[config.mk]
export PLATFORM = sky130hd
export DESIGN_NAME = sorted_list_insert_remove
export DESIGN_NICKNAME = d
export VERILOG_FILES = /design/src/hw/rtl/slri_pkg.sv /design/src/hw/rtl/slri_cell.sv /design/src/hw/rtl/sorted_list_insert_remove.sv
export SDC_FILE = /design/constraint.sdc
export NUM_CORES = 2
export LEC_CHECK = 0
export BUFFER_PORTS_ARGS = -buffer_cell sky130_fd_sc_hd__buf_2
export CAP_MARGIN = 20
export CORE_ASPECT_RATIO = 0.5
export CORE_UTILIZATION = 35
export DETAILED_ROUTE_END_ITERATION = 7
export GPL_TIMING_DRIVEN = 0
export PLACE_DENSITY = 0.61
export SLEW_MARGIN = 15
export SYNTH_ARGS = -nofsm -noshare
export SYNTH_HDL_FRONTEND = slang
export SYNTH_SLANG_ARGS = --single-unit
[constraint.sdc]
create_clock -name i_clk -period 5.4 [get_ports i_clk]
set_input_delay 0.27 -clock i_clk [delete_from_list [all_inputs] [get_ports i_clk]]
set_output_delay 0.27 -clock i_clk [all_outputs]
set_load 0.02 [all_outputs]
[src/hw/rtl/slri_pkg.sv]
package slri_pkg;

    localparam int DATA_W      = 32;
    localparam int INDEX_W     = 4;
    localparam int COUNT_OUT_W = 5;
    localparam int DEPTH_DEF   = 16;
    localparam int S_TDATA_W   = 40;
    localparam int M_TDATA_W   = 40;

    typedef enum logic [1:0] {
        CMD_INSERT = 2'd0,
        CMD_REMOVE = 2'd1,
        CMD_READ   = 2'd2
    } t_cmd;

    typedef enum logic [1:0] {
        ST_DONE      = 2'd0,
        ST_FULL      = 2'd1,
        ST_NOT_FOUND = 2'd2,
        ST_BAD_INDEX = 2'd3
    } t_status;

    typedef struct packed {
        logic              ins_en;
        logic              rem_en;
        logic [DATA_W-1:0] value;
    } t_cell_ctl;

    typedef struct packed {
        logic [DATA_W-1:0] data;
        logic              valid;
        logic              after;
        logic              ge;
        logic              eq;
    } t_cell_out;

endpackage

[src/hw/rtl/slri_cell.sv]
module slri_cell (
    input  logic                  i_clk,
    input  logic                  i_rst_n,
    input  slri_pkg::t_cell_ctl   i_ctl,
    input  slri_pkg::t_cell_out   i_left,
    input  slri_pkg::t_cell_out   i_right,
    output slri_pkg::t_cell_out   o_cell
);

    logic [slri_pkg::DATA_W-1:0] r_data;
    logic [slri_pkg::DATA_W-1:0] n_data;
    logic                        r_valid;
    logic                        n_valid;
    logic                        w_after;
    logic                        w_ge;
    logic                        w_eq;

    // The new value belongs at or before this cell when the cell is empty
    // or holds a strictly larger value.
    assign w_after = !r_valid || ($signed(i_ctl.value) < $signed(r_data));
    assign w_ge    = r_valid && !($signed(r_data) < $signed(i_ctl.value));
    assign w_eq    = r_valid && (r_data == i_ctl.value);

    always_comb begin
        n_data  = r_data;
        n_valid = r_valid;
        if (i_ctl.ins_en) begin
            if (i_left.after) begin
                n_data = i_left.data;
            end else if (w_after) begin
                n_data = i_ctl.value;
            end
            n_valid = r_valid || i_left.valid;
        end else if (i_ctl.rem_en && w_ge) begin
            n_data  = i_right.data;
            n_valid = i_right.valid;
        end
    end

    always_ff @(posedge i_clk) begin
        r_data <= n_data;
        if (!i_rst_n) begin
            r_valid <= 1'b0;
        end else begin
            r_valid <= n_valid;
        end
    end

    assign o_cell = '{data: r_data, valid: r_valid, after: w_after, ge: w_ge, eq: w_eq};

endmodule

[src/hw/rtl/sorted_list_insert_remove.sv]
// Sorted list of signed 32-bit values held in a row of cells, smallest first.
// Input channel (s_axis): tuser carries the command (insert, remove, read),
// tdata carries the value and the read index. Output channel (m_axis): one
// result transaction per command with status, count after the command and
// the value read.
// Every cell compares the value with its entry and takes its own, its left or
// its right neighbor's entry in parallel, so a command is accepted in every
// cycle while the output register is free, and its result appears in the
// output register in the cycle after acceptance.
// Insert places the value after any equal entries; a full list refuses it.
// Remove takes out the first equal entry; an absent value is reported.
// Read returns the entry at the index, or zero with an error status when the
// index is not below the count.
// After reset the list is empty and no result is pending.
// When the receiver stalls, the result is held and a new command is accepted
// only in a cycle in which the output register is empty or being emptied.
module sorted_list_insert_remove #(
    parameter int DEPTH = slri_pkg::DEPTH_DEF
) (
    input  logic                           i_clk,
    input  logic                           i_rst_n,
    input  logic                           i_s_axis_tvalid,
    output logic                           o_s_axis_tready,
    // [31:0] value, [35:32] index, [39:36] zero
    input  logic [slri_pkg::S_TDATA_W-1:0] i_s_axis_tdata,
    // [1:0] command
    input  logic [1:0]                     i_s_axis_tuser,
    output logic                           o_m_axis_tvalid,
    input  logic                           i_m_axis_tready,
    // [1:0] status, [6:2] count, [38:7] read_value, [39] zero
    output logic [slri_pkg::M_TDATA_W-1:0] o_m_axis_tdata
);

    localparam int CW    = $clog2(DEPTH + 1);
    localparam int CMPW  = (CW > slri_pkg::INDEX_W) ? CW : slri_pkg::INDEX_W;
    localparam int NREAD = (DEPTH < 16) ? DEPTH : 16;

    logic                                w_s_acc;
    logic [slri_pkg::DATA_W-1:0]         w_value;
    logic [slri_pkg::INDEX_W-1:0]        w_index;
    slri_pkg::t_cmd                      w_cmd;
    logic                                w_full;
    logic                                w_found;
    slri_pkg::t_cell_ctl                 w_ctl;
    slri_pkg::t_cell_out                 w_cells [DEPTH];
    slri_pkg::t_cell_out                 w_left  [DEPTH];
    slri_pkg::t_cell_out                 w_right [DEPTH];
    logic [DEPTH-1:0]                    w_valid_vec;
    logic [DEPTH-1:0]                    w_eq_vec;
    logic [slri_pkg::DATA_W-1:0]         w_rd_mux;

    logic [CW-1:0]                       r_count;
    logic [CW-1:0]                       n_count;
    logic                                r_m_valid;
    logic                                n_m_valid;
    slri_pkg::t_status                   r_status;
    slri_pkg::t_status                   n_status;
    logic [slri_pkg::COUNT_OUT_W-1:0]    r_count_out;
    logic [slri_pkg::COUNT_OUT_W-1:0]    n_count_out;
    logic [slri_pkg::DATA_W-1:0]         r_rd;
    logic [slri_pkg::DATA_W-1:0]         n_rd;

    assign o_s_axis_tready = !r_m_valid || i_m_axis_tready;
    assign w_s_acc         = i_s_axis_tvalid && o_s_axis_tready;
    assign w_value         = i_s_axis_tdata[slri_pkg::DATA_W-1:0];
    assign w_index         = i_s_axis_tdata[slri_pkg::DATA_W +: slri_pkg::INDEX_W];
    assign w_cmd           = slri_pkg::t_cmd'(i_s_axis_tuser);
    assign w_full          = (r_count == CW'(DEPTH));
    assign w_found         = |w_eq_vec;

    assign w_ctl.value  = w_value;
    assign w_ctl.ins_en = w_s_acc && (w_cmd == slri_pkg::CMD_INSERT) && !w_full;
    assign w_ctl.rem_en = w_s_acc && (w_cmd == slri_pkg::CMD_REMOVE) && w_found;

    genvar g;
    generate
        for (g = 0; g < DEPTH; g++) begin : g_cell
            if (g == 0) begin : g_lb
                assign w_left[g] = '{data: '0, valid: 1'b1, after: 1'b0, ge: 1'b0, eq: 1'b0};
            end else begin : g_ln
                assign w_left[g] = w_cells[g-1];
            end
            if (g == DEPTH - 1) begin : g_rb
                assign w_right[g] = '{data: '0, valid: 1'b0, after: 1'b1, ge: 1'b0,
                                      eq: 1'b0};
            end else begin : g_rn
                assign w_right[g] = w_cells[g+1];
            end

            slri_cell u_cell (
                .i_clk   (i_clk),
                .i_rst_n (i_rst_n),
                .i_ctl   (w_ctl),
                .i_left  (w_left[g]),
                .i_right (w_right[g]),
                .o_cell  (w_cells[g])
            );

            assign w_valid_vec[g] = w_cells[g].valid;
            assign w_eq_vec[g]    = w_cells[g].eq;
        end
    endgenerate

    always_comb begin
        w_rd_mux = '0;
        for (int i = 0; i < NREAD; i++) begin
            if (w_index == slri_pkg::INDEX_W'(i)) begin
                w_rd_mux = w_cells[i].data;
            end
        end
    end

    always_comb begin
        n_count     = r_count;
        n_m_valid   = r_m_valid;
        n_status    = r_status;
        n_count_out = r_count_out;
        n_rd        = r_rd;
        if (r_m_valid && i_m_axis_tready) begin
            n_m_valid = 1'b0;
        end
        if (w_s_acc) begin
            n_m_valid = 1'b1;
            n_status  = slri_pkg::ST_DONE;
            n_rd      = '0;
            case (w_cmd)
                slri_pkg::CMD_INSERT: begin
                    if (w_full) begin
                        n_status = slri_pkg::ST_FULL;
                    end else begin
                        n_count = r_count + CW'(1);
                    end
                end
                slri_pkg::CMD_REMOVE: begin
                    if (w_found) begin
                        n_count = r_count - CW'(1);
                    end else begin
                        n_status = slri_pkg::ST_NOT_FOUND;
                    end
                end
                slri_pkg::CMD_READ: begin
                    if (CMPW'(w_index) >= CMPW'(r_count)) begin
                        n_status = slri_pkg::ST_BAD_INDEX;
                    end else begin
                        n_rd = w_rd_mux;
                    end
                end
                default: begin
                end
            endcase
            n_count_out = slri_pkg::COUNT_OUT_W'(n_count);
        end
    end

    always_ff @(posedge i_clk) begin
        r_status    <= n_status;
        r_count_out <= n_count_out;
        r_rd        <= n_rd;
        if (!i_rst_n) begin
            r_count   <= '0;
            r_m_valid <= 1'b0;
        end else begin
            r_count   <= n_count;
            r_m_valid <= n_m_valid;
        end
    end

    assign o_m_axis_tvalid = r_m_valid;
    assign o_m_axis_tdata  = {1'b0, r_rd, r_count_out, r_status};

    a_count_bound: assert property (@(posedge i_clk) disable iff (!i_rst_n)
        CMPW'(r_count) <= CMPW'(DEPTH))
        else $error("entry count exceeds list depth");

    a_valid_matches_count: assert property (@(posedge i_clk) disable iff (!i_rst_n)
        $countones(w_valid_vec) == int'(r_count))
        else $error("occupied cells disagree with entry count");

    a_insert_grows: assert property (@(posedge i_clk) disable iff (!i_rst_n)
        w_ctl.ins_en |=> (r_count == $past(r_count) + CW'(1)))
        else $error("accepted insert did not grow the list");

    a_remove_shrinks: assert property (@(posedge i_clk) disable iff (!i_rst_n)
        w_ctl.rem_en |=> (r_count == $past(r_count) - CW'(1)))
        else $error("successful remove did not shrink the list");

    a_reported_count: assert property (@(posedge i_clk) disable iff (!i_rst_n)
        w_s_acc |=> (r_count_out == slri_pkg::COUNT_OUT_W'(r_count)))
        else $error("reported count differs from held count");

endmodule

==> metrics.md <==
| Metric | Value |
|---|---|
| Clock sink count | `573` |
| GR Overflow Total | `0` |
| H-tree depth | `3` |
| Number of global-route vias before repair | `about 42,000` |
| Unrepaired setup endpoints after global routing | `false` |
| Initial antenna violation count | `16` |
| Most frequent cells in the layout | `edfxtp_1, inv_1, ha_1, a21oi_1, nand2_1` |
| Fin. max-slew vios | `0` |
| Fillers | `between 10,000 and 15,000` |
| Clock Pin Slew Worst Setup and Hold Paths | `approximately 0.070 ns` |
| Final Critical Period | `~5.6 ns` |
| Net Count, Synth | `~5,600` |
| Util after Layout | `0.398` |
| Cell family with most CP delay | `compound AO/OA/AOI/OAI gates` |
| Critical-path top delay cell | `a21oi_2` |
| Power Density | `238 mW/mm^2` |
| CTS Buf Count | `68` |
| P_leak | `around 21 nW` |
| IO Port Bufs | `81` |
| Peak supply drop | `~0.2 mV` |
| Full die area | `0.131 mm^2` |
| Placed insts | `about 6,800` |
| Simple-Gate Fraction of Synth Area | `0.131` |
| Critical path peak fanout | `17` |
| Reg-to-reg endpoint | `g_cell[2].u_cell.r_data[1]` |
| Synth unique cells | `90` |
| Final non-filler cell total | `between 6,000 and 7,000` |
| Initial Utilization | `0.356` |
| Total Power | `12.1 mW` |
| Mux share of post-synthesis cell area | `0.0705` |
| CTS tree | `built` |
| Mapped cell area | `between 0.04 and 0.05 mm^2` |
| Top-level port count | `88` |
| Post-Synth Adder-Cell Area | `0.143` |
| Die width | `just over 500 um` |
| DRT Pass-1 Iters | `8` |
| Worst reg2reg startpoint | `g_cell[10].u_cell.r_data[31]` |
| Seq cells post-synth | `573` |
| Post-Syn Instances | `between 5,000 and 6,000` |
| Worst relative slew slack | `0.0307` |
| Commonest non-fill, non-tap cell in the layout | `edfxtp_1` |
| Main combinational cell family by area after synthesis | `compound AO/OA/AOI/OAI gates` |
| Hold depth | `5` |
| WP buf/inv | `3` |
| Status | `finished with violations` |
| Skew final | `approximately 0.035 ns` |
| Slowest stage delay, CP | `approximately 0.72 ns` |
| Sum Neg Setup Slack | `-19.68 ns` |
| Global-route wire length before repair | `slightly above 300,000 um` |
| Total GRT Usage | `0.333` |
| Pre-CTS setup slack | `-1.64 ns` |
| Post-synthesis average cell area | `~9 um^2` |
| Synth Area in Compound Gates | `0.205` |
| Clock Path Buffers | `3` |
| EDFF count, synth | `about 550` |
| DR vias/cell | `~6.4` |
| Synth Area in XOR/XNOR | `0.00174` |
| Iter 0 DRT Violations | `slightly below 8,000` |
| Routability cong. | `1.12` |
| Post-Route WL | `~230,000 um` |
| Area growth, synth to finish | `11.7%` |
| Nets@finish | `between 5,000 and 6,000` |
| WS Path Type | `reg2reg` |
| Post-synthesis sequential area ratio | `0.374` |
| Std cell rows | `92` |
| Worst setup SP type | `register` |
| Die Height | `~260 um` |
| Multi-input logic area | `approximately 0.025 mm^2` |
| Hold Crit Class | `in2reg` |
| Worst setup margin | `-0.178 ns` |
| Synth warnings | `0` |
| Max Cap Violations | `0` |
| Critical path data required time | `roughly 5.8 ns` |
| CTS root buf | `clkbuf_16` |
| Arrival @ worst endpoint | `roughly 6 ns` |
| Setup violators final | `206` |
| Skew-Pair Late Insertion Delay | `roughly 0.67 ns` |
| Fmax | `around 180 MHz` |
| Via count | `44,600` |
| Failing checks | `setup timing` |
| WHS Endpoint | `r_count[2]` |
| Final Hold Fails | `0` |
| R2r setup slk | `-0.18 ns` |
| FF+latch area | `roughly 0.017 mm^2` |
| Wirelength per Cell | `~32 um` |
| Async set-reset flop share out of synthesis | `0` |
| DP Wirelength | `about 180,000 um` |
| Layout cell share with drive strength beyond 1 | `0.0658` |
| Crit share post-route | `1.03` |
| Reg2Reg Depth | `12` |
| Pin count of the biggest net entering global routing | `33` |
| Primary FF master, synth | `edfxtp_1` |
| Hold Path Origin | `i_s_axis_tuser[1]` |
| Core Footprint | `approximately 0.13 mm^2` |
| DRC violations left | `0` |
| Slew @ Worst Pin | `about 1.5 ns` |
| Final ANT Viol Nets | `0` |
| Critical-path cell list | `inv_1 > ha_1 > nand4_1 > nor4_4 > nand3_1 > o221ai_1 > a2111oi_0 > a21oi_2 > buf_2 > a21oi_1 > a21oi_4 > buf_16` |
| Worst setup EP type | `register` |
## cell families (layout without fill, tap and decap cells)
group,after synthesis,in the layout
muxes,286,286
adders and majority gates,518,518
AOI/OAI and AO/OA,1529,1529
buffers and inverters,849,1084
xor gates and xnor gates,9,9
other,1,13
and+or+nand+nor,1270,1270
DFF,573,573
## cell type report
cell class              count  area share
clock buffers              98      0.0370
multi-input cells        3613       0.495
flip-flops and latches    573       0.335
repair buffers            112      0.0180
plain buffers             314      0.0278
diodes                     12    0.000592
inverters                 534      0.0396
clock inverters            26     0.00501
well taps                1692      0.0418
## synthesized netlist by cell type (6+ instances only)
cell,count,share of area
o31ai_1,12,0.0020
nor2b_1,27,0.0037
buf_6,8,0.0020
clkbuf_1,223,0.018
o211ai_1,24,0.0040
and3_1,21,0.0029
o21bai_1,18,0.0030
and2_1,10,0.0014
or4_1,8,0.0013
o22ai_1,40,0.0055
a21o_1,42,0.0069
nand4_1,99,0.014
a211oi_1,37,0.0061
ha_1,518,0.14
nor4_1,23,0.0032
buf_2,44,0.0049
or2_1,8,0.0011
a22oi_1,53,0.0088
buf_4,16,0.0026
a21oi_1,501,0.055
o221ai_1,133,0.026
nand2b_1,29,0.0040
and4_1,17,0.0033
a2111oi_0,13,0.0025
o22a_1,7,0.0014
a221oi_1,25,0.0048
inv_1,533,0.044
buf_1,20,0.0017
mux4_2,24,0.012
nand2_1,499,0.041
or2_2,6,0.00083
a222oi_1,17,0.0037
nand3_1,223,0.025
mux2i_1,255,0.056
o21ai_0,209,0.023
dfxtp_1,22,0.0097
a221o_1,10,0.0022
a31oi_1,32,0.0044
nor3_1,64,0.0071
nor2_1,213,0.018
o2111ai_1,9,0.0017
edfxtp_1,551,0.36
o21ai_1,282,0.031
o21a_1,14,0.0023
o311ai_0,6,0.0012
## worst reg2reg max path, cell delays in order, from the launching register on
cell	delay (ns)
edfxtp_1	0.43
inv_1	0.15
ha_1	0.39
nand4_1	0.21
nor4_4	0.58
nand3_1	0.24
o221ai_1	0.69
a2111oi_0	0.22
a21oi_2	0.72
buf_2	0.60
a21oi_1	0.22
a21oi_4	0.58
buf_16	0.24
## worst max path at each step
| stage | endpoint | depth (start not counted) | slack, ns | start |
|---|---|---|---|---|
| floorplan | g_cell[0].u_cell.r_data[0] | 12 | 0.21 | i_s_axis_tdata[0] |
| global placement | g_cell[0].u_cell.r_data[0] | 12 | -4.20 | i_s_axis_tdata[0] |
| detailed placement | g_cell[10].u_cell.r_data[3] | 14 | -1.64 | i_s_axis_tdata[0] |
| CTS | g_cell[10].u_cell.r_data[31] | 12 | 0.02 | g_cell[12].u_cell.r_data[10] |
| global route | g_cell[2].u_cell.r_data[1] | 12 | 0.06 | g_cell[10].u_cell.r_data[31] |
| finish | g_cell[2].u_cell.r_data[1] | 12 | -0.18 | g_cell[10].u_cell.r_data[31] |
## metal layers
metal,global-route usage,vias to the layer above,share of wire
li1,-,19100,-
met1,0.450,21600,0.40
met2,0.465,3438,0.39
met3,0.134,501,0.16
met4,0.136,21,0.045
met5,0.0105,-,0.0014
## report_power, final
part / total, mW / leakage, nW / internal, mW / switching (mW)
Sequential: 5.15 / 5.26 / 5.02 / 0.131
Clock: 4.74 / 1.03 / 2.62 / 2.12
Combinational: 2.18 / 14.4 / 0.626 / 1.55
## registers in the layout, summed over array words and instances, names as in the netlist
signal / flops
r_count_out: 5
r_rd: 32
g_cell.u_cell.r_data: 512
o_m_axis_tvalid: 1
r_count: 5
g_cell.u_cell.r_valid: 16
r_status: 2
## per-stage QoR
| stage | hold slack [ns] | instance area, um^2 |
|---|---|---|
| 2_1_floorplan | 0.386 | 45400 |
| 3_3_place_gp | 0.507 | 47900 |
| 3_5_place_dp | 0.525 | 48400 |
| 4_1_cts | 0.206 | 50600 |
| 5_1_grt | 0.294 | 50700 |
| 6_report | 0.256 | 50700 |
## what timing repair did
action | in CTS | in global routing
hold buffers | 3 | 0
hold endpoints to repair | 4 | 0
resized for setup | 1 | 3
setup endpoints to repair | 465 | 256
buffers inserted | 1 | 1
No activity file was read; power rests on OpenSTA's default activity.
